--- config.mk ---
export PLATFORM = sky130hd
export DESIGN_NAME = key_debounce_event_fifo_flat
export DESIGN_NICKNAME = d
export VERILOG_FILES = /design/src/hw/rtl/kdef_pkg.sv /design/src/hw/rtl/kdef_req_if.sv /design/src/hw/rtl/kdef_rsp_if.sv /design/src/hw/rtl/kdef_ram.sv /design/src/hw/rtl/kdef_ctrl.sv /design/src/hw/rtl/kdef_datapath.sv /design/src/hw/rtl/key_debounce_event_fifo.sv /design/src/flat_wrapper.sv
export SDC_FILE = /design/constraint.sdc
export NUM_CORES = 1
export LEC_CHECK = 0
export CELL_PAD_IN_SITES_DETAIL_PLACEMENT = 0
export CELL_PAD_IN_SITES_GLOBAL_PLACEMENT = 1
export CORE_MARGIN = 2
export CORE_UTILIZATION = 45
export DETAILED_ROUTE_END_ITERATION = 10
export DONT_BUFFER_PORTS = 1
export PLACE_DENSITY = 0.81
export SLEW_MARGIN = 40
export SYNTH_ARGS = -nofsm -noshare
export SYNTH_HDL_FRONTEND = slang
export SYNTH_HIERARCHICAL = 1
export SYNTH_SLANG_ARGS = --single-unit
--- constraint.sdc ---
create_clock -name i_clk -period 10.36 [get_ports i_clk]
set_clock_uncertainty 0.15 [all_clocks]
set_input_delay 1.036 -clock i_clk [delete_from_list [all_inputs] [get_ports i_clk]]
set_output_delay 1.036 -clock i_clk [all_outputs]
set_load 0.05 [all_outputs]
--- src/hw/rtl/kdef_pkg.sv ---
// Shared types, constants and helpers for the key debounce event FIFO.
// No dependencies; every other file of the block but kdef_ram imports this package.
package kdef_pkg;

    localparam int NUM_KEYS         = 6;
    localparam int KEY_IDX_W        = 3;
    localparam int CODE_W           = 5;
    localparam int FUNC_W           = 2;
    localparam int RAW_W            = 3;
    localparam int LONG_W           = 16;
    localparam int REP_W            = 8;
    localparam int CFG_IDX_W        = 2;
    localparam int CFG_DATA_W       = 16;
    localparam int FILTER_TICKS_DEF = 5;
    localparam int RING_DEPTH_DEF   = 16;

    localparam logic [LONG_W-1:0] LONG_TIME_RST    = LONG_W'(100);
    localparam logic [REP_W-1:0]  REPEAT_SPEED_RST = '0;

    // Configuration register indexes
    localparam logic [CFG_IDX_W-1:0] CFG_LONG_TIME    = 2'd0;
    localparam logic [CFG_IDX_W-1:0] CFG_REPEAT_SPEED = 2'd1;

    // Request function codes
    localparam logic [FUNC_W-1:0] FUNC_SCAN  = 2'd0;
    localparam logic [FUNC_W-1:0] FUNC_READ  = 2'd1;
    localparam logic [FUNC_W-1:0] FUNC_READ2 = 2'd2;
    localparam logic [FUNC_W-1:0] FUNC_CLEAR = 2'd3;

    // Event kinds, added to 3*key
    localparam logic [1:0] EV_PRESS   = 2'd1;
    localparam logic [1:0] EV_RELEASE = 2'd2;
    localparam logic [1:0] EV_LONG    = 2'd3;

    localparam logic [KEY_IDX_W-1:0] LAST_KEY = KEY_IDX_W'(NUM_KEYS - 1);

    typedef struct packed {
        logic                 load_in;
        logic                 key_step;
        logic                 key_wr2;
        logic                 rd_issue;
        logic                 rd_latch;
        logic                 clr_rd;
        logic                 out_load;
        logic [KEY_IDX_W-1:0] key_idx;
    } t_cmd;

    typedef struct packed {
        logic [FUNC_W-1:0] func;
        logic              rd_empty;
        logic              two_codes;
    } t_sts;

    function automatic logic [CODE_W-1:0] key_code_of(input logic [KEY_IDX_W-1:0] idx,
                                                      input logic [1:0] kind);
        return CODE_W'({idx, 1'b0}) + CODE_W'(idx) + CODE_W'(kind);
    endfunction

endpackage

--- src/hw/rtl/kdef_req_if.sv ---
// Request channel of the key debounce event FIFO: valid/ready plus func and raw keys.
// Depends on kdef_pkg.
interface kdef_req_if;
    import kdef_pkg::*;

    logic              valid;
    logic              ready;
    logic [FUNC_W-1:0] func;
    logic [RAW_W-1:0]  raw_keys;

    modport source(output valid, output func, output raw_keys, input ready);
    modport sink(input valid, input func, input raw_keys, output ready);
endinterface

--- src/hw/rtl/kdef_rsp_if.sv ---
// Response channel of the key debounce event FIFO: valid/ready plus code and key states.
// Depends on kdef_pkg.
interface kdef_rsp_if;
    import kdef_pkg::*;

    logic                valid;
    logic                ready;
    logic [CODE_W-1:0]   key_code;
    logic [NUM_KEYS-1:0] key_states;

    modport source(output valid, output key_code, output key_states, input ready);
    modport sink(input valid, input key_code, input key_states, output ready);
endinterface

--- src/hw/rtl/kdef_ram.sv ---
// Generic single-write, single-read RAM with registered read data.
// No dependencies.
module kdef_ram #(
    parameter int WIDTH = 8,
    parameter int DEPTH = 16
) (
    input  logic                     i_clk,
    input  logic                     i_we,
    input  logic [$clog2(DEPTH)-1:0] i_waddr,
    input  logic [WIDTH-1:0]         i_wdata,
    input  logic [$clog2(DEPTH)-1:0] i_raddr,
    output logic [WIDTH-1:0]         o_rdata
);
    logic [WIDTH-1:0] r_mem [DEPTH];
    logic [WIDTH-1:0] r_rdata;

    always_ff @(posedge i_clk) begin
        if (i_we) begin
            r_mem[i_waddr] <= i_wdata;
        end
        r_rdata <= r_mem[i_raddr];
    end

    assign o_rdata = r_rdata;
endmodule

--- src/hw/rtl/kdef_ctrl.sv ---
// Sequencer of the key debounce event FIFO: handshakes, key walk and ring access steps.
// Depends on kdef_pkg; drives kdef_datapath through t_cmd and watches t_sts.
module kdef_ctrl (
    input  logic            i_clk,
    input  logic            i_rst_n,
    input  logic            i_in_valid,
    output logic            o_in_ready,
    output logic            o_out_valid,
    input  logic            i_out_ready,
    input  kdef_pkg::t_sts  i_sts,
    output kdef_pkg::t_cmd  o_cmd
);
    import kdef_pkg::*;

    localparam logic [2:0] ST_IDLE  = 3'd0;
    localparam logic [2:0] ST_DISP  = 3'd1;
    localparam logic [2:0] ST_SCAN  = 3'd2;
    localparam logic [2:0] ST_SCAN2 = 3'd3;
    localparam logic [2:0] ST_RDREQ = 3'd4;
    localparam logic [2:0] ST_RDLAT = 3'd5;
    localparam logic [2:0] ST_FIN   = 3'd6;

    logic [2:0]           r_state, n_state;
    logic [KEY_IDX_W-1:0] r_idx, n_idx;
    logic                 r_ovalid, n_ovalid;
    t_cmd                 cmd;

    always_comb begin
        cmd         = '0;
        cmd.key_idx = r_idx;
        n_state     = r_state;
        n_idx       = r_idx;
        cmd.load_in = (r_state == ST_IDLE) && i_in_valid;
        case (r_state)
            ST_IDLE: begin
                if (i_in_valid) begin
                    n_state = ST_DISP;
                end
            end
            ST_DISP: begin
                n_idx = '0;
                case (i_sts.func)
                    FUNC_SCAN:  n_state = ST_SCAN;
                    FUNC_READ:  n_state = ST_RDREQ;
                    FUNC_READ2: n_state = ST_RDREQ;
                    FUNC_CLEAR: begin
                        cmd.clr_rd = 1'b1;
                        n_state    = ST_FIN;
                    end
                    default:    n_state = ST_FIN;
                endcase
            end
            ST_SCAN: begin
                cmd.key_step = 1'b1;
                if (i_sts.two_codes) begin
                    n_state = ST_SCAN2;
                end else if (r_idx == LAST_KEY) begin
                    n_state = ST_FIN;
                end else begin
                    n_idx = r_idx + 1'b1;
                end
            end
            ST_SCAN2: begin
                // flush the second code of this key before moving on
                cmd.key_wr2 = 1'b1;
                if (r_idx == LAST_KEY) begin
                    n_state = ST_FIN;
                end else begin
                    n_idx   = r_idx + 1'b1;
                    n_state = ST_SCAN;
                end
            end
            ST_RDREQ: begin
                if (i_sts.rd_empty) begin
                    n_state = ST_FIN;
                end else begin
                    cmd.rd_issue = 1'b1;
                    n_state      = ST_RDLAT;
                end
            end
            ST_RDLAT: begin
                cmd.rd_latch = 1'b1;
                n_state      = ST_FIN;
            end
            ST_FIN: begin
                // hold until the output register is free
                if (!r_ovalid || i_out_ready) begin
                    cmd.out_load = 1'b1;
                    n_state      = ST_IDLE;
                end
            end
            default: n_state = ST_IDLE;
        endcase
    end

    always_comb begin
        if (cmd.out_load) begin
            n_ovalid = 1'b1;
        end else if (i_out_ready) begin
            n_ovalid = 1'b0;
        end else begin
            n_ovalid = r_ovalid;
        end
    end

    always_ff @(posedge i_clk) begin
        if (!i_rst_n) begin
            r_state  <= ST_IDLE;
            r_idx    <= '0;
            r_ovalid <= 1'b0;
        end else begin
            r_state  <= n_state;
            r_idx    <= n_idx;
            r_ovalid <= n_ovalid;
        end
    end

    assign o_in_ready  = (r_state == ST_IDLE);
    assign o_out_valid = r_ovalid;
    assign o_cmd       = cmd;
endmodule

--- src/hw/rtl/kdef_datapath.sv ---
// Datapath of the key debounce event FIFO: per-key debounce state, config registers,
// ring pointers and output register. Depends on kdef_pkg and kdef_ram.
module kdef_datapath #(
    parameter int FILTER_TICKS = kdef_pkg::FILTER_TICKS_DEF,
    parameter int RING_DEPTH   = kdef_pkg::RING_DEPTH_DEF
) (
    input  logic                          i_clk,
    input  logic                          i_rst_n,
    input  kdef_pkg::t_cmd                i_cmd,
    output kdef_pkg::t_sts                o_sts,
    input  logic [kdef_pkg::FUNC_W-1:0]   i_func,
    input  logic [kdef_pkg::RAW_W-1:0]    i_raw_keys,
    input  logic                          i_cfg_we,
    input  logic [kdef_pkg::CFG_IDX_W-1:0] i_cfg_idx,
    input  logic [kdef_pkg::CFG_DATA_W-1:0] i_cfg_wdata,
    output logic [kdef_pkg::CODE_W-1:0]   o_key_code,
    output logic [kdef_pkg::NUM_KEYS-1:0] o_key_states
);
    import kdef_pkg::*;

    localparam int CW = $clog2(2 * FILTER_TICKS + 1);
    localparam int PW = $clog2(RING_DEPTH);
    localparam logic [CW-1:0] CNT_F   = CW'(FILTER_TICKS);
    localparam logic [CW-1:0] CNT_2F  = CW'(2 * FILTER_TICKS);
    localparam logic [CW-1:0] CNT_RST = CW'(FILTER_TICKS / 2);
    localparam logic [PW-1:0] PTR_LAST = PW'(RING_DEPTH - 1);

    logic [FUNC_W-1:0]   r_func;
    logic [RAW_W-1:0]    r_raw;
    logic [LONG_W-1:0]   r_long;
    logic [REP_W-1:0]    r_rspd;
    logic [NUM_KEYS-1:0] r_press;
    logic [CW-1:0]       r_deb  [NUM_KEYS];
    logic [LONG_W-1:0]   r_held [NUM_KEYS];
    logic [REP_W-1:0]    r_rep  [NUM_KEYS];
    logic [PW-1:0]       r_wptr, r_rptr, r_rptr2;
    logic [CODE_W-1:0]   r_pend;
    logic [CODE_W-1:0]   r_code;
    logic [CODE_W-1:0]   r_ocode;
    logic [NUM_KEYS-1:0] r_ostates;

    logic [NUM_KEYS-1:0] down;
    logic [CW-1:0]       cnt, n_cnt;
    logic                st, n_st;
    logic [LONG_W-1:0]   held, n_held;
    logic [REP_W-1:0]    rep, n_rep;
    logic [REP_W:0]      rep_inc;
    logic                a_vld, b_vld;
    logic [CODE_W-1:0]   code_a, code_b;
    logic                ram_we;
    logic [CODE_W-1:0]   ram_wdata;
    logic [CODE_W-1:0]   ram_rdata;
    logic [PW-1:0]       rd_ptr;

    function automatic logic [PW-1:0] ptr_inc(input logic [PW-1:0] p);
        return (p == PTR_LAST) ? '0 : p + 1'b1;
    endfunction

    assign down[0] = r_raw[0];
    assign down[1] = r_raw[1];
    assign down[2] = r_raw[2];
    assign down[3] = r_raw[0] & r_raw[1];
    assign down[4] = r_raw[0] & r_raw[2];
    assign down[5] = r_raw[1] & r_raw[2];

    // One key update per step for the key the sequencer points at
    always_comb begin
        cnt     = r_deb[i_cmd.key_idx];
        st      = r_press[i_cmd.key_idx];
        held    = r_held[i_cmd.key_idx];
        rep     = r_rep[i_cmd.key_idx];
        rep_inc = {1'b0, rep} + 1'b1;
        n_cnt   = cnt;
        n_st    = st;
        n_held  = held;
        n_rep   = rep;
        a_vld   = 1'b0;
        b_vld   = 1'b0;
        code_a  = key_code_of(i_cmd.key_idx, EV_PRESS);
        code_b  = key_code_of(i_cmd.key_idx, EV_LONG);
        if (down[i_cmd.key_idx]) begin
            if (cnt < CNT_F) begin
                n_cnt = CNT_F;
            end else if (cnt < CNT_2F) begin
                n_cnt = cnt + 1'b1;
            end else begin
                if (!st) begin
                    n_st  = 1'b1;
                    a_vld = 1'b1;
                end
                if (r_long != '0) begin
                    if (held < r_long) begin
                        n_held = held + 1'b1;
                        if (n_held == r_long) begin
                            // long code follows a press code in the same tick
                            if (a_vld) begin
                                b_vld = 1'b1;
                            end else begin
                                a_vld  = 1'b1;
                                code_a = key_code_of(i_cmd.key_idx, EV_LONG);
                            end
                        end
                    end else if (r_rspd != '0) begin
                        if (rep_inc >= {1'b0, r_rspd}) begin
                            n_rep = '0;
                            a_vld = 1'b1;
                        end else begin
                            n_rep = rep_inc[REP_W-1:0];
                        end
                    end
                end
            end
        end else begin
            if (cnt > CNT_F) begin
                n_cnt = CNT_F;
            end else if (cnt != '0) begin
                n_cnt = cnt - 1'b1;
            end else if (st) begin
                n_st   = 1'b0;
                a_vld  = 1'b1;
                code_a = key_code_of(i_cmd.key_idx, EV_RELEASE);
            end
            n_held = '0;
            n_rep  = '0;
        end
    end

    assign ram_we    = (i_cmd.key_step & a_vld) | i_cmd.key_wr2;
    assign ram_wdata = i_cmd.key_wr2 ? r_pend : code_a;
    assign rd_ptr    = (r_func == FUNC_READ2) ? r_rptr2 : r_rptr;

    kdef_ram #(
        .WIDTH(CODE_W),
        .DEPTH(RING_DEPTH)
    ) u_ring (
        .i_clk  (i_clk),
        .i_we   (ram_we),
        .i_waddr(r_wptr),
        .i_wdata(ram_wdata),
        .i_raddr(rd_ptr),
        .o_rdata(ram_rdata)
    );

    // Control state: key state, pointers, config
    always_ff @(posedge i_clk) begin
        if (!i_rst_n) begin
            r_long  <= LONG_TIME_RST;
            r_rspd  <= REPEAT_SPEED_RST;
            r_press <= '0;
            r_wptr  <= '0;
            r_rptr  <= '0;
            r_rptr2 <= '0;
            for (int k = 0; k < NUM_KEYS; k++) begin
                r_deb[k]  <= CNT_RST;
                r_held[k] <= '0;
                r_rep[k]  <= '0;
            end
        end else begin
            if (i_cmd.key_step) begin
                r_deb[i_cmd.key_idx]   <= n_cnt;
                r_press[i_cmd.key_idx] <= n_st;
                r_held[i_cmd.key_idx]  <= n_held;
                r_rep[i_cmd.key_idx]   <= n_rep;
            end
            if (ram_we) begin
                r_wptr <= ptr_inc(r_wptr);
            end
            if (i_cmd.clr_rd) begin
                r_rptr <= r_wptr;
            end
            if (i_cmd.rd_issue) begin
                if (r_func == FUNC_READ2) begin
                    r_rptr2 <= ptr_inc(r_rptr2);
                end else begin
                    r_rptr <= ptr_inc(r_rptr);
                end
            end
            if (i_cfg_we && (i_cfg_idx == CFG_LONG_TIME || i_cfg_idx == CFG_REPEAT_SPEED)) begin
                if (i_cfg_idx == CFG_LONG_TIME) begin
                    r_long <= i_cfg_wdata[LONG_W-1:0];
                end else begin
                    r_rspd <= i_cfg_wdata[REP_W-1:0];
                end
                for (int k = 0; k < NUM_KEYS; k++) begin
                    r_rep[k] <= '0;
                end
            end
        end
    end

    // Payload registers
    always_ff @(posedge i_clk) begin
        if (i_cmd.load_in) begin
            r_func <= i_func;
            r_raw  <= i_raw_keys;
            r_code <= '0;
        end
        if (i_cmd.key_step) begin
            r_pend <= code_b;
        end
        if (i_cmd.rd_latch) begin
            r_code <= ram_rdata;
        end
        if (i_cmd.out_load) begin
            r_ocode   <= r_code;
            r_ostates <= r_press;
        end
    end

    assign o_sts.func      = r_func;
    assign o_sts.rd_empty  = (rd_ptr == r_wptr);
    assign o_sts.two_codes = b_vld;
    assign o_key_code      = r_ocode;
    assign o_key_states    = r_ostates;
endmodule

--- src/hw/rtl/key_debounce_event_fifo.sv ---
// Top level of the key debounce event FIFO: sequencer, datapath and channel interfaces.
// Depends on kdef_pkg, kdef_req_if, kdef_rsp_if, kdef_ctrl and kdef_datapath.
//
// Six keys (three pins and the pairs 0+1, 0+2, 1+2) are debounced one per cycle on each
// scan request, with an extra step whenever a key writes a second code; press, release,
// long-press and repeat codes (3*key+1/+2/+3) go into a ring of RING_DEPTH entries that
// overwrites on wrap and has two independent readers. Every request gives one response
// with the read code (0 when empty or not a read) and the debounced key states. One
// request is in work at a time: a scan steps through the keys plus one write step per
// second code of a key, since the ring has a single write port, and a read waits for
// the registered ring read unless its reader is empty. A finished response waits in the
// output register while the next request is taken. Configuration writes take effect at once.
module key_debounce_event_fifo #(
    parameter int FILTER_TICKS = kdef_pkg::FILTER_TICKS_DEF,
    parameter int RING_DEPTH   = kdef_pkg::RING_DEPTH_DEF
) (
    input  logic                            i_clk,
    input  logic                            i_rst_n,
    kdef_req_if.sink                        i_req,
    kdef_rsp_if.source                      o_rsp,
    input  logic                            i_cfg_we,
    input  logic [kdef_pkg::CFG_IDX_W-1:0]  i_cfg_idx,
    input  logic [kdef_pkg::CFG_DATA_W-1:0] i_cfg_wdata
);
    import kdef_pkg::*;

    t_cmd cmd;
    t_sts sts;

    kdef_ctrl u_ctrl (
        .i_clk      (i_clk),
        .i_rst_n    (i_rst_n),
        .i_in_valid (i_req.valid),
        .o_in_ready (i_req.ready),
        .o_out_valid(o_rsp.valid),
        .i_out_ready(o_rsp.ready),
        .i_sts      (sts),
        .o_cmd      (cmd)
    );

    kdef_datapath #(
        .FILTER_TICKS(FILTER_TICKS),
        .RING_DEPTH  (RING_DEPTH)
    ) u_dp (
        .i_clk       (i_clk),
        .i_rst_n     (i_rst_n),
        .i_cmd       (cmd),
        .o_sts       (sts),
        .i_func      (i_req.func),
        .i_raw_keys  (i_req.raw_keys),
        .i_cfg_we    (i_cfg_we),
        .i_cfg_idx   (i_cfg_idx),
        .i_cfg_wdata (i_cfg_wdata),
        .o_key_code  (o_rsp.key_code),
        .o_key_states(o_rsp.key_states)
    );
endmodule

--- src/flat_wrapper.sv ---
// flat-port wrapper written by rule: the top's interface ports become plain ports
module key_debounce_event_fifo_flat import kdef_pkg::*;
#(
    parameter int FILTER_TICKS = kdef_pkg::FILTER_TICKS_DEF,
    parameter int RING_DEPTH   = kdef_pkg::RING_DEPTH_DEF
)
  (i_clk, i_rst_n, i_cfg_we, i_cfg_idx, i_cfg_wdata, i_req_valid, i_req_func, i_req_raw_keys, i_req_ready, o_rsp_valid, o_rsp_key_code, o_rsp_key_states, o_rsp_ready);
  kdef_req_if i_req_i ();
  kdef_rsp_if o_rsp_i ();
  input  logic i_clk;
  input  logic i_rst_n;
  input  logic i_cfg_we;
  input  logic [kdef_pkg::CFG_IDX_W-1:0] i_cfg_idx;
  input  logic [kdef_pkg::CFG_DATA_W-1:0] i_cfg_wdata;
  input wire logic [$bits(i_req_i.valid)-1:0] i_req_valid;
  input wire logic [$bits(i_req_i.func)-1:0] i_req_func;
  input wire logic [$bits(i_req_i.raw_keys)-1:0] i_req_raw_keys;
  output wire logic [$bits(i_req_i.ready)-1:0] i_req_ready;
  output wire logic [$bits(o_rsp_i.valid)-1:0] o_rsp_valid;
  output wire logic [$bits(o_rsp_i.key_code)-1:0] o_rsp_key_code;
  output wire logic [$bits(o_rsp_i.key_states)-1:0] o_rsp_key_states;
  input wire logic [$bits(o_rsp_i.ready)-1:0] o_rsp_ready;
  assign i_req_i.valid = i_req_valid;
  assign i_req_i.func = i_req_func;
  assign i_req_i.raw_keys = i_req_raw_keys;
  assign i_req_ready = i_req_i.ready;
  assign o_rsp_valid = o_rsp_i.valid;
  assign o_rsp_key_code = o_rsp_i.key_code;
  assign o_rsp_key_states = o_rsp_i.key_states;
  assign o_rsp_i.ready = o_rsp_ready;
  key_debounce_event_fifo #(.FILTER_TICKS(FILTER_TICKS), .RING_DEPTH(RING_DEPTH)) u_core (.i_clk(i_clk), .i_rst_n(i_rst_n), .i_req(i_req_i), .o_rsp(o_rsp_i), .i_cfg_we(i_cfg_we), .i_cfg_idx(i_cfg_idx), .i_cfg_wdata(i_cfg_wdata));
endmodule
-- After elaboration in Yosys (flattened, before gate mapping)
Memory sizes are Yosys's and may differ from the RTL's. A register that Yosys moved wholly into a read port is not among the register bits.
Cells that the tools add are included.
- $add $sub $neg: 12
- order comparisons: 7
- equal/unequal tests: 26
- mux-type cells: 120
- bitwise gates (word level): 30
- reductions and logical operators: 23
- operator list (kind ; count):
    8-bit two-way mux ; 13
    16-bit two-way mux ; 6
    5-bit two-way mux ; 13
    1-bit two-way mux ; 52
    4-bit two-way mux ; 13
    3-bit two-way mux ; 15
    3-bit == test (second input constant) ; 10
    3-bit one-hot mux with 7 select lines ; 1
    3-bit one-hot mux with 3 select lines ; 2
    16-bit by 1-bit adder with 16-bit output (second input constant) ; 1
    4-bit by 1-bit adder with 4-bit output (second input constant) ; 4
    1-bit bitwise AND ; 16
    16-bit == test ; 1
    16-bit < comparator ; 1
    16-bit nonzero test ; 1
    16-bit OR reduction ; 1
    4-bit == test (second input constant) ; 3
    5-bit by 2-bit adder with 5-bit output (second input constant) ; 2
    8-bit by 1-bit adder with 9-bit output (second input constant) ; 1
    9-bit by 8-bit greater-or-equal comparator with 1-bit output ; 1
    2-bit AND reduction ; 4
    8-bit nonzero test ; 1
    1-bit NOT ; 7
    1-bit OR ; 7
    other kinds (31) ; 42
- bits in registers: 75
- memory bits (writable): 248
- output and inout port bits: 13
- logic and storage cells: 237
- memories: 4
- memories (name ; words ; bits a word ; rd ports ; clocked after Yosys merged registers in ; write ports ; RTL line ; text):
    u_core.u_dp.r_held ; 6 ; 16 ; 1 ; 1 ; 6 ; kdef_datapath.sv:34 ; logic [LONG_W-1:0] r_held [NUM_KEYS];
    u_core.u_dp.u_ring.r_mem ; 16 ; 5 ; 1 ; 1 ; 1 ; kdef_ram.sv:14 ; logic [WIDTH-1:0] r_mem [DEPTH];
    u_core.u_dp.r_rep ; 6 ; 8 ; 1 ; 1 ; 7 ; kdef_datapath.sv:35 ; logic [REP_W-1:0] r_rep [NUM_KEYS];
    u_core.u_dp.r_deb ; 6 ; 4 ; 1 ; 1 ; 6 ; kdef_datapath.sv:33 ; logic [CW-1:0] r_deb [NUM_KEYS];

-- Longest topological paths before layout
Gate-level depths: netlist (run 1).
- depth in word-level cells: 17
- gate-level depth with buffers: 22
- mapped depth without buffers: 18

-- By module
The synthesis (run 1) kept the hierarchy.
- modules (own cells, without submodules) (module ; instances ; cells each ; area an instance (µm²) ; seq. area each (µm²)):
    kdef_datapath ; 1 ; 1261 ; 14918.1 ; 8348.0
    kdef_ram ; 1 ; 155 ; 3213.1 ; 2502.4
    kdef_ctrl ; 1 ; 67 ; 524.3 ; 140.1

-- Worst setup path after synthesis (run 1)
Ideal clock, no wire load.
- path kind: reg-to-reg
- from: reg u_core.u_ctrl.r_idx[0]
- to: mem u_core/u_dp/u_ring/r_mem[0][0] (netlist bit), enable pin
- arrival: 5079 ps
- required time: 9836 ps
- path slack: 4758 ps
- stages on the path, launching flop included: 22
- clock period less this slack: 5602 ps
- cell sequence: dfxtp_1 > buf_6 > buf_6 > buf_8 > buf_4 > buf_2 > mux4_2 > mux2i_1 > inv_1 > ha_1 > ha_1 > nor2b_1 > o21a_1 > o21a_1 > o21ai_0 > nand2b_1 > a21oi_1 > o211ai_1 > a31oi_1 > a21oi_4 > or3b_2 > nor3_1
- cells in the longest elaborated chain, start to end: 17
- ends and longest elaborated chain (item ; RTL line ; text):
    from (decl) ; kdef_ctrl.sv:24 ; logic [KEY_IDX_W-1:0] r_idx, n_idx;
    from (signal assigned) ; kdef_ctrl.sv:113 ; r_idx <= n_idx;
    1-bit binary-select mux with 3-bit select ; kdef_datapath.sv:69 ; st = r_press[i_cmd.key_idx];
    1-bit two-way mux (not written as such) ; kdef_datapath.sv:69 ;
    1-bit two-way mux ; kdef_datapath.sv:87 ; if (!st) begin
    1-bit two-way mux ; kdef_datapath.sv:84 ; end else if (cnt < CNT_2F) begin
    1-bit two-way mux ; kdef_datapath.sv:82 ; if (cnt < CNT_F) begin
    1-bit two-way mux ; kdef_datapath.sv:81 ; if (down[i_cmd.key_idx]) begin
    1-bit two-way mux ; kdef_datapath.sv:104 ; if (rep_inc >= {1'b0, r_rspd}) begin
    1-bit two-way mux ; kdef_datapath.sv:103 ; end else if (r_rspd != '0) begin
    [... 2 more ...] ; n/a ;
    1-bit two-way mux ; kdef_datapath.sv:84 ;
    1-bit two-way mux ; kdef_datapath.sv:82 ;
    1-bit two-way mux (*) ; kdef_datapath.sv:81 ;
    1-bit bitwise AND (*) ; kdef_datapath.sv:128 ; assign ram_we = (i_cmd.key_step & a_vld) | i_cmd.key_wr2;
    1-bit OR (*) ; kdef_datapath.sv:128 ;
    named net u_core.u_dp.ram_we ; kdef_datapath.sv:50 ; logic ram_we;
    1-bit two-way mux (*) ; kdef_ram.sv:18 ; if (i_we) begin
    1-bit two-way mux (not written as such) (*) ; kdef_ram.sv:19 ; r_mem[i_waddr] <= i_wdata;
    to (decl) ; kdef_ram.sv:14 ;
Mark *: on every way through the listed nets, which the timed path passes. The rest lies on a longest branch. The select of a mux whose other input is x is not followed.

-- Worst setup path in the final report (run 1)
Ends and elaborated chain as after synthesis.

==> impl_metrics.toml, run 1 <==
[status]
outcome = "finished clean"

[drt]
wl_per_cell_um = 21.69
vias = 11831
drt_iter0_drc = 970
drtAntennaViolNets = 0
drc = 0
routed_wl_mm = 44.42
viasPerCell = 5.777
dr.pass1.iters = 7

[die]
ios = 41
core-area_mm2 = 0.04083
fp.dieH_um = 207.6
rows = 74
start_util_pct = 45.69
design.die.area_mm2 = 0.04310
die_w_um = 207.6

[place]
io_buffer_count = 0
dpl.hpwl_mm = 29.83
gp_congestion = 0.9335
placed_area_mm2 = 0.01920
dpl.cell_count = 1970

[power_and_ir_drop]
p_leak_nw = 7.227
sequentialPowerShare_pct = 40.4
p_switching_mw = 1.665
vdd_drop_max_v = 0.0001349
power_density_mw_per_mm2 = 237.2
combPwrFrac_pct = 30.6
clkPwrFrac_pct = 29.0
swShare_pct = 34.17
internal_power_mw = 3.208

[clocking]
cts_buffers = 42
cts-root-buf = "clkbuf_16"
clock-sinks = 384
clk_path_buf_depth = 3
cts_setup_buffers = 0
cts_tree = "built"
ctsResizeCount = 0
cts_hold_buf = 0
insertion_delay_ps = 580
clkTransAtPathRegs_ps = 60
htree_levels = 2

[setup_path]
crit_path_end_kind = "flip-flop"
crit_path_start_kind = "flip-flop"
cp_max_fo = 41
required_ps = 10430
crit_slowest_cell = "dfxtp_4"
path_class = "reg2reg"
path_common_cell = "nand4_1"
path_cells = "buf_4 -> mux4_2 -> mux2i_1 -> inv_1 -> ha_1 -> a21o_1 -> a21oi_1 -> nor2b_1 -> o31ai_1 -> nand4_1 -> nor4_2 -> nand4_1 -> a21oi_4 -> or3b_2 -> nor3_1"
cp.arrival_ps = 6410
slowest_delay_ps = 830

[yosys]
synthCells = 1483
synth_area_per_cell_um2 = 12.58
synth_ff_type = "edfxtp_1"
async_reset_ff_share_pct = 0
yosysTopAreaCellShare_pct = 53.12
syn_nets = 1561
synth.cell_area_mm2 = 0.01866
yosysWarnings = 6
ys_types = 81
ys_seq_area_share_pct = 58.91
ys_seq_elements = 384
yosys.area.top_type = "edfxtp_1"
synth_area_leaders = "edfxtp_1 53%, mux4_2 7.1%, dfxtp_1 5.8%"
synth_edf_count = 330

[global_route]
antenna_found_initial = 3
grt_max_degree = 61
overflow = 0
grt_use_total_pct = 20.71
grt_pass1_wl_mm = 68.82
grt_pass1_vias = 11879

[timing]
holdWs_ps = 268.3
hold_viol_final = 0
period_share_pct = 61.28
drv_slew = 0
max_freq_ghz = 0.1575
setup-tns-final_ps = 0
rsz0062_at_grt = "false"
setup_violations = 0
worstMarginPinSlew_ps = 855.4
final.min_clock_period_ps = 6349
slew_headroom_pct = 42.84

[final_layout]
drive_above_1_share_pct = 13.20
design_area_mm2 = 0.02054
syn2layout_area_growth_pct = 10.09
layout.nets = 1560
nFillCells = 3508
stdcell_count = 2048
utilization_pct = 50.30

[hold_path]
min_path_type = "reg2reg"

[flow_run]
max_cap_viol_count = 0
metal layers:
layer	track usage [%]	share of wire, %	vias to the layer above
li1	-	-	5445
met2	33.22	48	374
met5	0	0.052	-
met3	3.419	6.0	90
met1	27.97	42	5918
met4	9.122	3.7	4
placed cells by master (no fill, tap or decap), types with 4 or more instances in the layout:
cell / count
edfxtp_1: 330
nor2_1: 221
nand2_1: 119
inv_1: 81
mux4_2: 59
mux2i_1: 58
dfxtp_1: 52
ha_1: 49
xnor2_1: 48
clkbuf_16: 42
a21oi_1: 42
nand3_1: 34
nor3_1: 22
nand2b_1: 18
nor2b_1: 18
o21ai_0: 17
buf_4: 16
xor2_1: 15
and2_1: 14
a211oi_1: 12
mux2_2: 12
or3_1: 12
and3_1: 11
o21ai_1: 11
nand4_1: 11
clkinv_2: 10
nor4_1: 10
clkbuf_1: 9
o211ai_1: 9
a22oi_1: 9
a31oi_1: 8
or2_2: 8
clkinv_1: 7
o22ai_1: 7
o21a_1: 6
nor3_2: 5
a21o_1: 5
mux4_1: 5
a311oi_1: 4
state kept, by name, indices dropped and copies added (netlist names), 6 cells and up:
signal                    cells
u_core/u_dp/o_key_states      6
u_core/u_dp/r_deb            32
u_core/u_dp/r_held          128
u_core/u_dp/r_long           16
u_core/u_dp/r_press           6
u_core/u_dp/r_rep            64
u_core/u_dp/r_rspd            8
u_core/u_dp/u_ring/r_mem     80
Yosys cell counts (all sizes together) (18+ instances only):
cell / instances
edfxtp: 330
nor2: 225
nand2: 122
inv: 84
mux4: 64
mux2i: 61
dfxtp: 54
ha: 49
xnor2: 48
a21oi: 43
nand3: 36
buf: 31
clkbuf: 31
nor3: 29
o21ai: 28
nand2b: 18
nor2b: 18
power groups by stage:
stage                     registers [mW]  logic (mW)  clock network (mW)
after floorplan                     1.92        1.17                   0
after global placement              2.00        1.45                   0
after detailed placement            2.00        1.48                   0
after CTS                           1.97        1.49                1.45
after global routing                1.98        1.63                1.51
final                               1.97        1.49                1.41
through the flow:
stage	worst slack, ps	power [mW]
3_3_place_gp	4067	3.451
2_1_floorplan	4758	3.087
6_report	4011	4.872
5_1_grt	3550	5.122
3_5_place_dp	3999	3.481
4_1_cts	3985	4.902
critical path: cells and delay by family, from the launching register on:
kind / cells / cell delay (ps)
compound gates: 4 / 1030
fa+ha+maj: 1 / 320
buf+inv: 2 / 800
flops: 1 / 830
mux: 2 / 890
simple gates: 6 / 1900
final cells by class:
class	instances	area [µm²]	share of cell area, %
well taps	532	665.6	3.241
diodes	1	2.502	0.01218
flip-flops and latches	384	11000	53.55
inverters	84	315.3	1.535
repair buffers	17	131.4	0.6397
multi-input cells	953	7127	34.70
clock inverters	26	212.7	1.036
clock buffers	51	1085	5.282
kinds of logic after synthesis:
logic type / count (synthesis) / synth area share (%)
multiplexers: 138 / 11.92
buffers and inverters: 146 / 3.467
AND/OR/NAND/NOR: 535 / 13.31
XOR/XNOR: 63 / 2.958
AO/OA/AOI/OAI: 167 / 6.030
adder cells (fa/ha/maj): 50 / 3.394
flip-flops: 384 / 58.91
final timing paths:
| check | startpoint | end | slack, ps | depth (start not counted) |
|---|---|---|---|---|
| setup / recovery | u_core/u_ctrl/r_idx[0]$_SDFFE_PN0P_ | u_core/u_dp/u_ring/r_mem[0][0]$_DFFE_PP_ | 4010 | 15 |
| hold / removal | u_core/u_dp/r_code[2]$_SDFFCE_PN0P_ | u_core/u_dp/o_key_code[2]$_DFFE_PP_ | 270 | 0 |
| setup reg to reg | u_core/u_ctrl/r_idx[0]$_SDFFE_PN0P_ | u_core/u_dp/u_ring/r_mem[0][0]$_DFFE_PP_ | 4010 | 15 |
| hold reg to reg | u_core/u_dp/r_code[2]$_SDFFCE_PN0P_ | u_core/u_dp/o_key_code[2]$_DFFE_PP_ | 270 | 0 |
(Power assumes the default switching activity.)
==> inputs of run 2 (changes only) <==
--- a/config.mk
+++ b/config.mk
@@ -11,7 +11,7 @@
 export CORE_UTILIZATION = 45
 export DETAILED_ROUTE_END_ITERATION = 10
 export DONT_BUFFER_PORTS = 1
-export PLACE_DENSITY = 0.81
+export PLACE_DENSITY = 0.84
 export SLEW_MARGIN = 40
 export SYNTH_ARGS = -nofsm -noshare
 export SYNTH_HDL_FRONTEND = slang
==> constraint.sdc (replaced) <==
create_clock -name i_clk -period 5.5 [get_ports i_clk]
set_clock_uncertainty 0.15 [all_clocks]
set_input_delay 0.55 -clock i_clk [delete_from_list [all_inputs] [get_ports i_clk]]
set_output_delay 0.55 -clock i_clk [all_outputs]
set_load 0.05 [all_outputs]
==> run 2 against run 1 <==
  * Non-clock buffer count is 73 higher
  * Combinational power grew 110%
  * Global-route usage increased by 0.82 points
  * Count of clock-buffer cells in the layout rose by 5
  * Register-to-register slack lost 3700 ps
  * Largest cell class unchanged
  * First-iteration DRC count up 40%
  * Sequential share of layout area decreased by 1.6 points
  * Final cell count up 3.4%
  * Die area unchanged
  * Critical path type unchanged
  * Clock power rose by 85%
  * Critical path depth up 1
  * Total power rose by 94%
==> impl_metrics.toml, run 2 (same netlist as run 1, synthesis figures left out) <==
[timing]
drv_slew = 0
period_share_pct = 93.65
setup-tns-final_ps = 0
hold_viol_final = 0
final.min_clock_period_ps = 5151
max_freq_ghz = 0.1942
worst_slack_ps = 349.3
setup_violations = 0
slew_headroom_pct = 45.78
rsz0062_at_grt = "false"
worstMarginPinSlew_ps = 813.3

[drt]
drtAntennaViolNets = 0
wl_per_cell_um = 22.18
drt-met1-wl_mm = 19.45
top_layer = "met5"
met2_length_mm = 22.67
wl_met3_mm = 3.810
routed_wl_mm = 46.96
dr.pass1.iters = 5
drc = 0
viasPerCell = 5.878
vias = 12444
drt_iter0_drc = 1361

[final_layout]
final_common_cell = "edfxtp_1"
reg_top3 = "u_core/u_dp/r_held x128, u_core/u_dp/u_ring/r_mem x80, u_core/u_dp/r_rep x64"
utilization_pct = 51.82
stdcell_count = 2117
syn2layout_area_growth_pct = 13.41
final_cell_mix = "330 x edfxtp_1, 221 x nor2_1, 118 x nand2_1, 81 x inv_1, 62 x buf_4"
drive_above_1_share_pct = 15.14
diodes = 0
regMostFlops = "u_core/u_dp/r_held"
layout.nets = 1632
largest_reg_flops = 128

[clocking]
cts-root-buf = "clkbuf_16"
cts_buffers = 41
clock-sinks = 384
clk_path_buf_depth = 3
insertion_delay_ps = 570
clkTransAtPathRegs_ps = 60
htree_levels = 2
cts_tree = "built"

[setup_path]
cp.arrival_ps = 5220
crit_slowest_cell = "dfxtp_4"
path_class = "reg2reg"
slowest_delay_ps = 570
required_ps = 5570
cp_max_fo = 14
r2r_slack_ps = 350
crit_path_start_kind = "flip-flop"
crit_path_end_kind = "flip-flop"
path_cells = "buf_16 -> mux4_2 -> nand2_1 -> nand2_1 -> ha_1 -> o21a_1 -> o211ai_1 -> a31o_2 -> a21oi_1 -> o31ai_1 -> nand4_1 -> nor4_2 -> nand4_1 -> a21oi_4 -> or3b_2 -> nor2_1"

[place]
dpl.hpwl_mm = 31.58
gp_congestion = 0.8978
io_buffer_count = 0
dp_slack_ps = 284.7
dpl.cell_count = 2017

[global_route]
grt_pass1_wl_mm = 71.52
overflow = 0
grt_max_degree = 41
grt_pass1_vias = 12151
antenna_found_initial = 1
grt_use_total_pct = 21.53

[die]
ios = 41
start_util_pct = 45.69
core-area_mm2 = 0.04083
design.die.area_mm2 = 0.04310
die_w_um = 207.6
rows = 74
fp.dieH_um = 207.6

[power_and_ir_drop]
vdd_drop_max_v = 0.0002341
power_mw = 9.434
power_density_mw_per_mm2 = 445.9
p_leak_nw = 7.568

[flow_run]
max_cap_viol_count = 0

[status]
outcome = "finished clean"

[hold_path]
min_path_type = "in2reg"
[run 2: worst paths after layout]
| check | from | end | cells after the start |
|---|---|---|---|
| worst max-delay path | u_core/u_ctrl/r_idx[0]$_SDFFE_PN0P_ | u_core/u_dp/u_ring/r_mem[3][3]$_DFFE_PP_ | 16 |
| worst min-delay path | i_rst_n | u_core/u_ctrl/r_state[0]$_SDFFE_PN0P_ | 2 |
| worst max register to register | u_core/u_ctrl/r_idx[0]$_SDFFE_PN0P_ | u_core/u_dp/u_ring/r_mem[3][3]$_DFFE_PP_ | 16 |
| worst min register to register | u_core/u_dp/r_press[1]$_SDFFE_PN0P_ | u_core/u_dp/o_key_states[1]$_DFFE_PP_ | 0 |
[run 2: through the flow]
stage          hold WS, ps  cell area (µm²)
2_1_floorplan        250.3            18660
3_3_place_gp         295.8            19540
3_5_place_dp         313.6            19580
4_1_cts              2.291            21070
5_1_grt              8.354            21160
6_report             33.59            21160
[run 2: final cells by class]
type                            instances  area (µm²)
Clock buffer                           56        1104
Clock inverter                         18       155.1
Fill cell                            3384       19670
Inverter                               84       315.3
Multi-Input combinational cell        953        7102
Sequential cell                       384       11000
Tap cell                              532       665.6
Timing Repair Buffer                   90       818.3
[run 2: metal layers]
layer | GRT usage [%] | up-vias
met5 | 0 | -
met4 | 5.600 | 2
met3 | 3.949 | 72
met2 | 35.33 | 545
met1 | 29.69 | 6222
li1 | - | 5603
[run 2: where the power goes]
group	switching (mW)	leakage, nW	internal (mW)
combinational	1.87	3.25	1.28
clock	1.11	0.611	1.50
sequential	0.186	3.71	3.49
total	3.17	7.57	6.27
[run 2: what timing repair did]
action	in CTS	in global routing
hold buffers	23	0
endpoints found under the hold margin	32	0
setup endpoints to repair	0	15
gates resized for setup	0	0
setup buffers	0	2
[run 2: worst max-delay path: cells and delay by family (launching register included)]
family / cells / cell delay [ps]
and+or+nand+nor: 7 / 1890
AOI/OAI and AO/OA: 6 / 1040
DFF: 1 / 570
muxes: 1 / 570
adders and majority gates: 1 / 340
buffers and inverters: 1 / 220
==> inputs of run 3 (changes only) <==
--- a/config.mk
+++ b/config.mk
@@ -8,11 +8,11 @@
 export CELL_PAD_IN_SITES_DETAIL_PLACEMENT = 0
 export CELL_PAD_IN_SITES_GLOBAL_PLACEMENT = 1
 export CORE_MARGIN = 2
-export CORE_UTILIZATION = 45
+export CORE_UTILIZATION = 30
 export DETAILED_ROUTE_END_ITERATION = 10
 export DONT_BUFFER_PORTS = 1
-export PLACE_DENSITY = 0.84
-export SLEW_MARGIN = 40
+export PLACE_DENSITY = 0.64
+export SKIP_CTS_REPAIR_TIMING = 1
 export SYNTH_ARGS = -nofsm -noshare
 export SYNTH_HDL_FRONTEND = slang
 export SYNTH_HIERARCHICAL = 1
==> run 3 against run 2 <==
  * The run now ends with negative hold slack left
  * Flip-flop and latch count unchanged
  * Count of clock-buffer cells in the layout down 6
  * Global-route usage down 6.7 points
  * Largest cell class unchanged
  * Sequential power about the same
  * Non-clock buffer count down 3
  * Via count down 3.0%
  * Core utilization down 17 points
  * Final cell count up 14%
  * Worst hold slack worse by 47 ps
  * Highest routed layer is now met4
  * Clock power up 9.2%
  * Wire length up 2.9%
==> impl_metrics.toml, run 3 (same netlist as run 1, synthesis figures left out) <==
[final_layout]
diodes = 0
layout.nets = 1631
final_cell_mix = "330 x edfxtp_1, 222 x nor2_1, 121 x nand2_1, 81 x inv_1, 63 x buf_4"
utilization_pct = 35.02
reg_top3 = "u_core/u_dp/r_held x128, u_core/u_dp/u_ring/r_mem x80, u_core/u_dp/r_rep x64"
nFillCells = 5996
final_common_cell = "edfxtp_1"
syn2layout_area_growth_pct = 15.63
regMostFlops = "u_core/u_dp/r_held"
drive_above_1_share_pct = 15.15
design_area_mm2 = 0.02157
multi_input_area_mm2 = 0.007062
largest_reg_flops = 128
regArea_mm2 = 0.01100

[timing]
period_share_pct = 96.90
max_freq_ghz = 0.1876
setup-tns-final_ps = 0
worstMarginPinSlew_ps = 1228
hold_viol_final = 5
setup_violations = 0
slew_headroom_pct = 17.94
final.min_clock_period_ps = 5330
rsz0062_at_grt = "true"
worst_slack_ps = 170.4
holdWs_ps = -13.44
drv_slew = 0

[drt]
dr.pass1.iters = 5
vias = 12068
drtAntennaViolNets = 0
viasPerCell = 4.985
drt_iter0_drc = 1004
routed_wl_mm = 48.30
wl_per_cell_um = 19.95
drc = 0

[clocking]
cts_tree = "built"
insertion_delay_ps = 570
clock-sinks = 384
cts_buffers = 43
cts-root-buf = "clkbuf_16"
clkTransAtPathRegs_ps = 60
htree_levels = 2
clk_path_buf_depth = 3

[setup_path]
path_class = "reg2reg"
cp.arrival_ps = 5390
cp_max_fo = 15
crit_path_end_kind = "flip-flop"
crit_path_start_kind = "flip-flop"
rr_endpoint = "u_core/u_dp/u_ring/r_mem[0][1]$_DFFE_PP_"
r2r_slack_ps = 170
required_ps = 5560
r2r_cells = 16
r2r-start = "u_core/u_ctrl/r_idx[0]$_SDFFE_PN0P_"

[global_route]
grt_max_degree = 45
antenna_found_initial = 0
grt_use_total_pct = 14.81
use_met2_pct = 24.14
grt_pass1_wl_mm = 72.20
grt_pass1_vias = 11845
globalRouteMet3Util_pct = 2.107
overflow = 0
busiest_layer = "met2"
grt_util_met1_pct = 20.44

[die]
start_util_pct = 30.29
design.die.area_mm2 = 0.06420
fp.dieH_um = 253.4
core-area_mm2 = 0.06160
die_w_um = 253.4
rows = 91
ios = 41

[place]
dpl.hpwl_mm = 32.87
io_buffer_count = 0
dp_slack_ps = 195.0
gp_congestion = 0.8674
placed_area_mm2 = 0.01994

[power_and_ir_drop]
power_density_mw_per_mm2 = 449.4
p_leak_nw = 7.600
vdd_drop_max_v = 0.0002218
power_mw = 9.694

[hold_path]
hold_path_depth = 2
hp-start = "i_cfg_wdata[5]"
min_path_type = "in2reg"
hold_end = "u_core/u_dp/r_rspd[5]$_SDFFE_PN0P_"

[status]
violations = "negative hold slack"
outcome = "finished with violations"

[flow_run]
max_cap_viol_count = 0
## run 3: critical path: stages, from the launching register on
cell     delay, ps
dfxtp_4        590
buf_16         220
buf_4          150
mux4_2         540
nand2_1         90
o31a_1         170
inv_1           80
ha_1           290
a21o_1         160
a21o_1         170
a21oi_1        280
nand4_1        190
nor4_2         340
nand4_1        300
a21oi_4        360
or3b_2         540
nor3_2         350
## run 3: metal layers
metal / up-vias / part of all wire [%] / wire [µm]
met4: 0 / 2.1 / 1006
li1: 5597 / - / -
met3: 68 / 4.4 / 2118
met2: 281 / 48 / 23020
met1: 6122 / 46 / 22150
met5: - / 0 / 0
## run 3: cell type report
type | count | share of cell area, %
well taps | 837 | 4.855
flip-flops and latches | 384 | 50.99
multi-input cells | 953 | 32.74
repair buffers | 87 | 3.503
clock buffers | 50 | 5.249
inverters | 84 | 1.462
clock inverters | 26 | 1.206
## run 3: stage by stage
stage	hold slack, ps	instances
final	-13.44	2421
after global routing	0.2981	2421
after CTS	-104.9	2399
after detailed placement	254.5	2323
after global placement	253.6	2323
after floorplan	250.3	1483
## run 3: worst max path at each step
stage	startpoint	end	slack, ps	cells past startpoint
global placement	u_core/u_ctrl/r_idx[0]$_SDFFE_PN0P_	u_core/u_dp/u_ring/r_mem[0][4]$_DFFE_PP_	280	14
finish	u_core/u_ctrl/r_idx[0]$_SDFFE_PN0P_	u_core/u_dp/u_ring/r_mem[0][1]$_DFFE_PP_	170	16
detailed placement	u_core/u_ctrl/r_idx[0]$_SDFFE_PN0P_	u_core/u_dp/u_ring/r_mem[1][2]$_DFFE_PP_	190	14
floorplan	u_core/u_ctrl/r_idx[0]$_SDFFE_PN0P_	u_core/u_dp/u_ring/r_mem[1][0]$_DFFE_PP_	70	21
CTS	u_core/u_ctrl/r_idx[0]$_SDFFE_PN0P_	u_core/u_dp/u_ring/r_mem[1][1]$_DFFE_PP_	180	14
global route	u_core/u_ctrl/r_idx[0]$_SDFFE_PN0P_	u_core/u_dp/u_ring/r_mem[1][1]$_DFFE_PP_	-10	14
## run 3: report_power, final
part | total [mW] | internal [mW] | switching, mW
clock | 2.85 | 1.70 | 1.15
sequential | 3.64 | 3.49 | 0.150
combinational | 3.20 | 1.28 | 1.92
total | 9.69 | 6.48 | 3.22
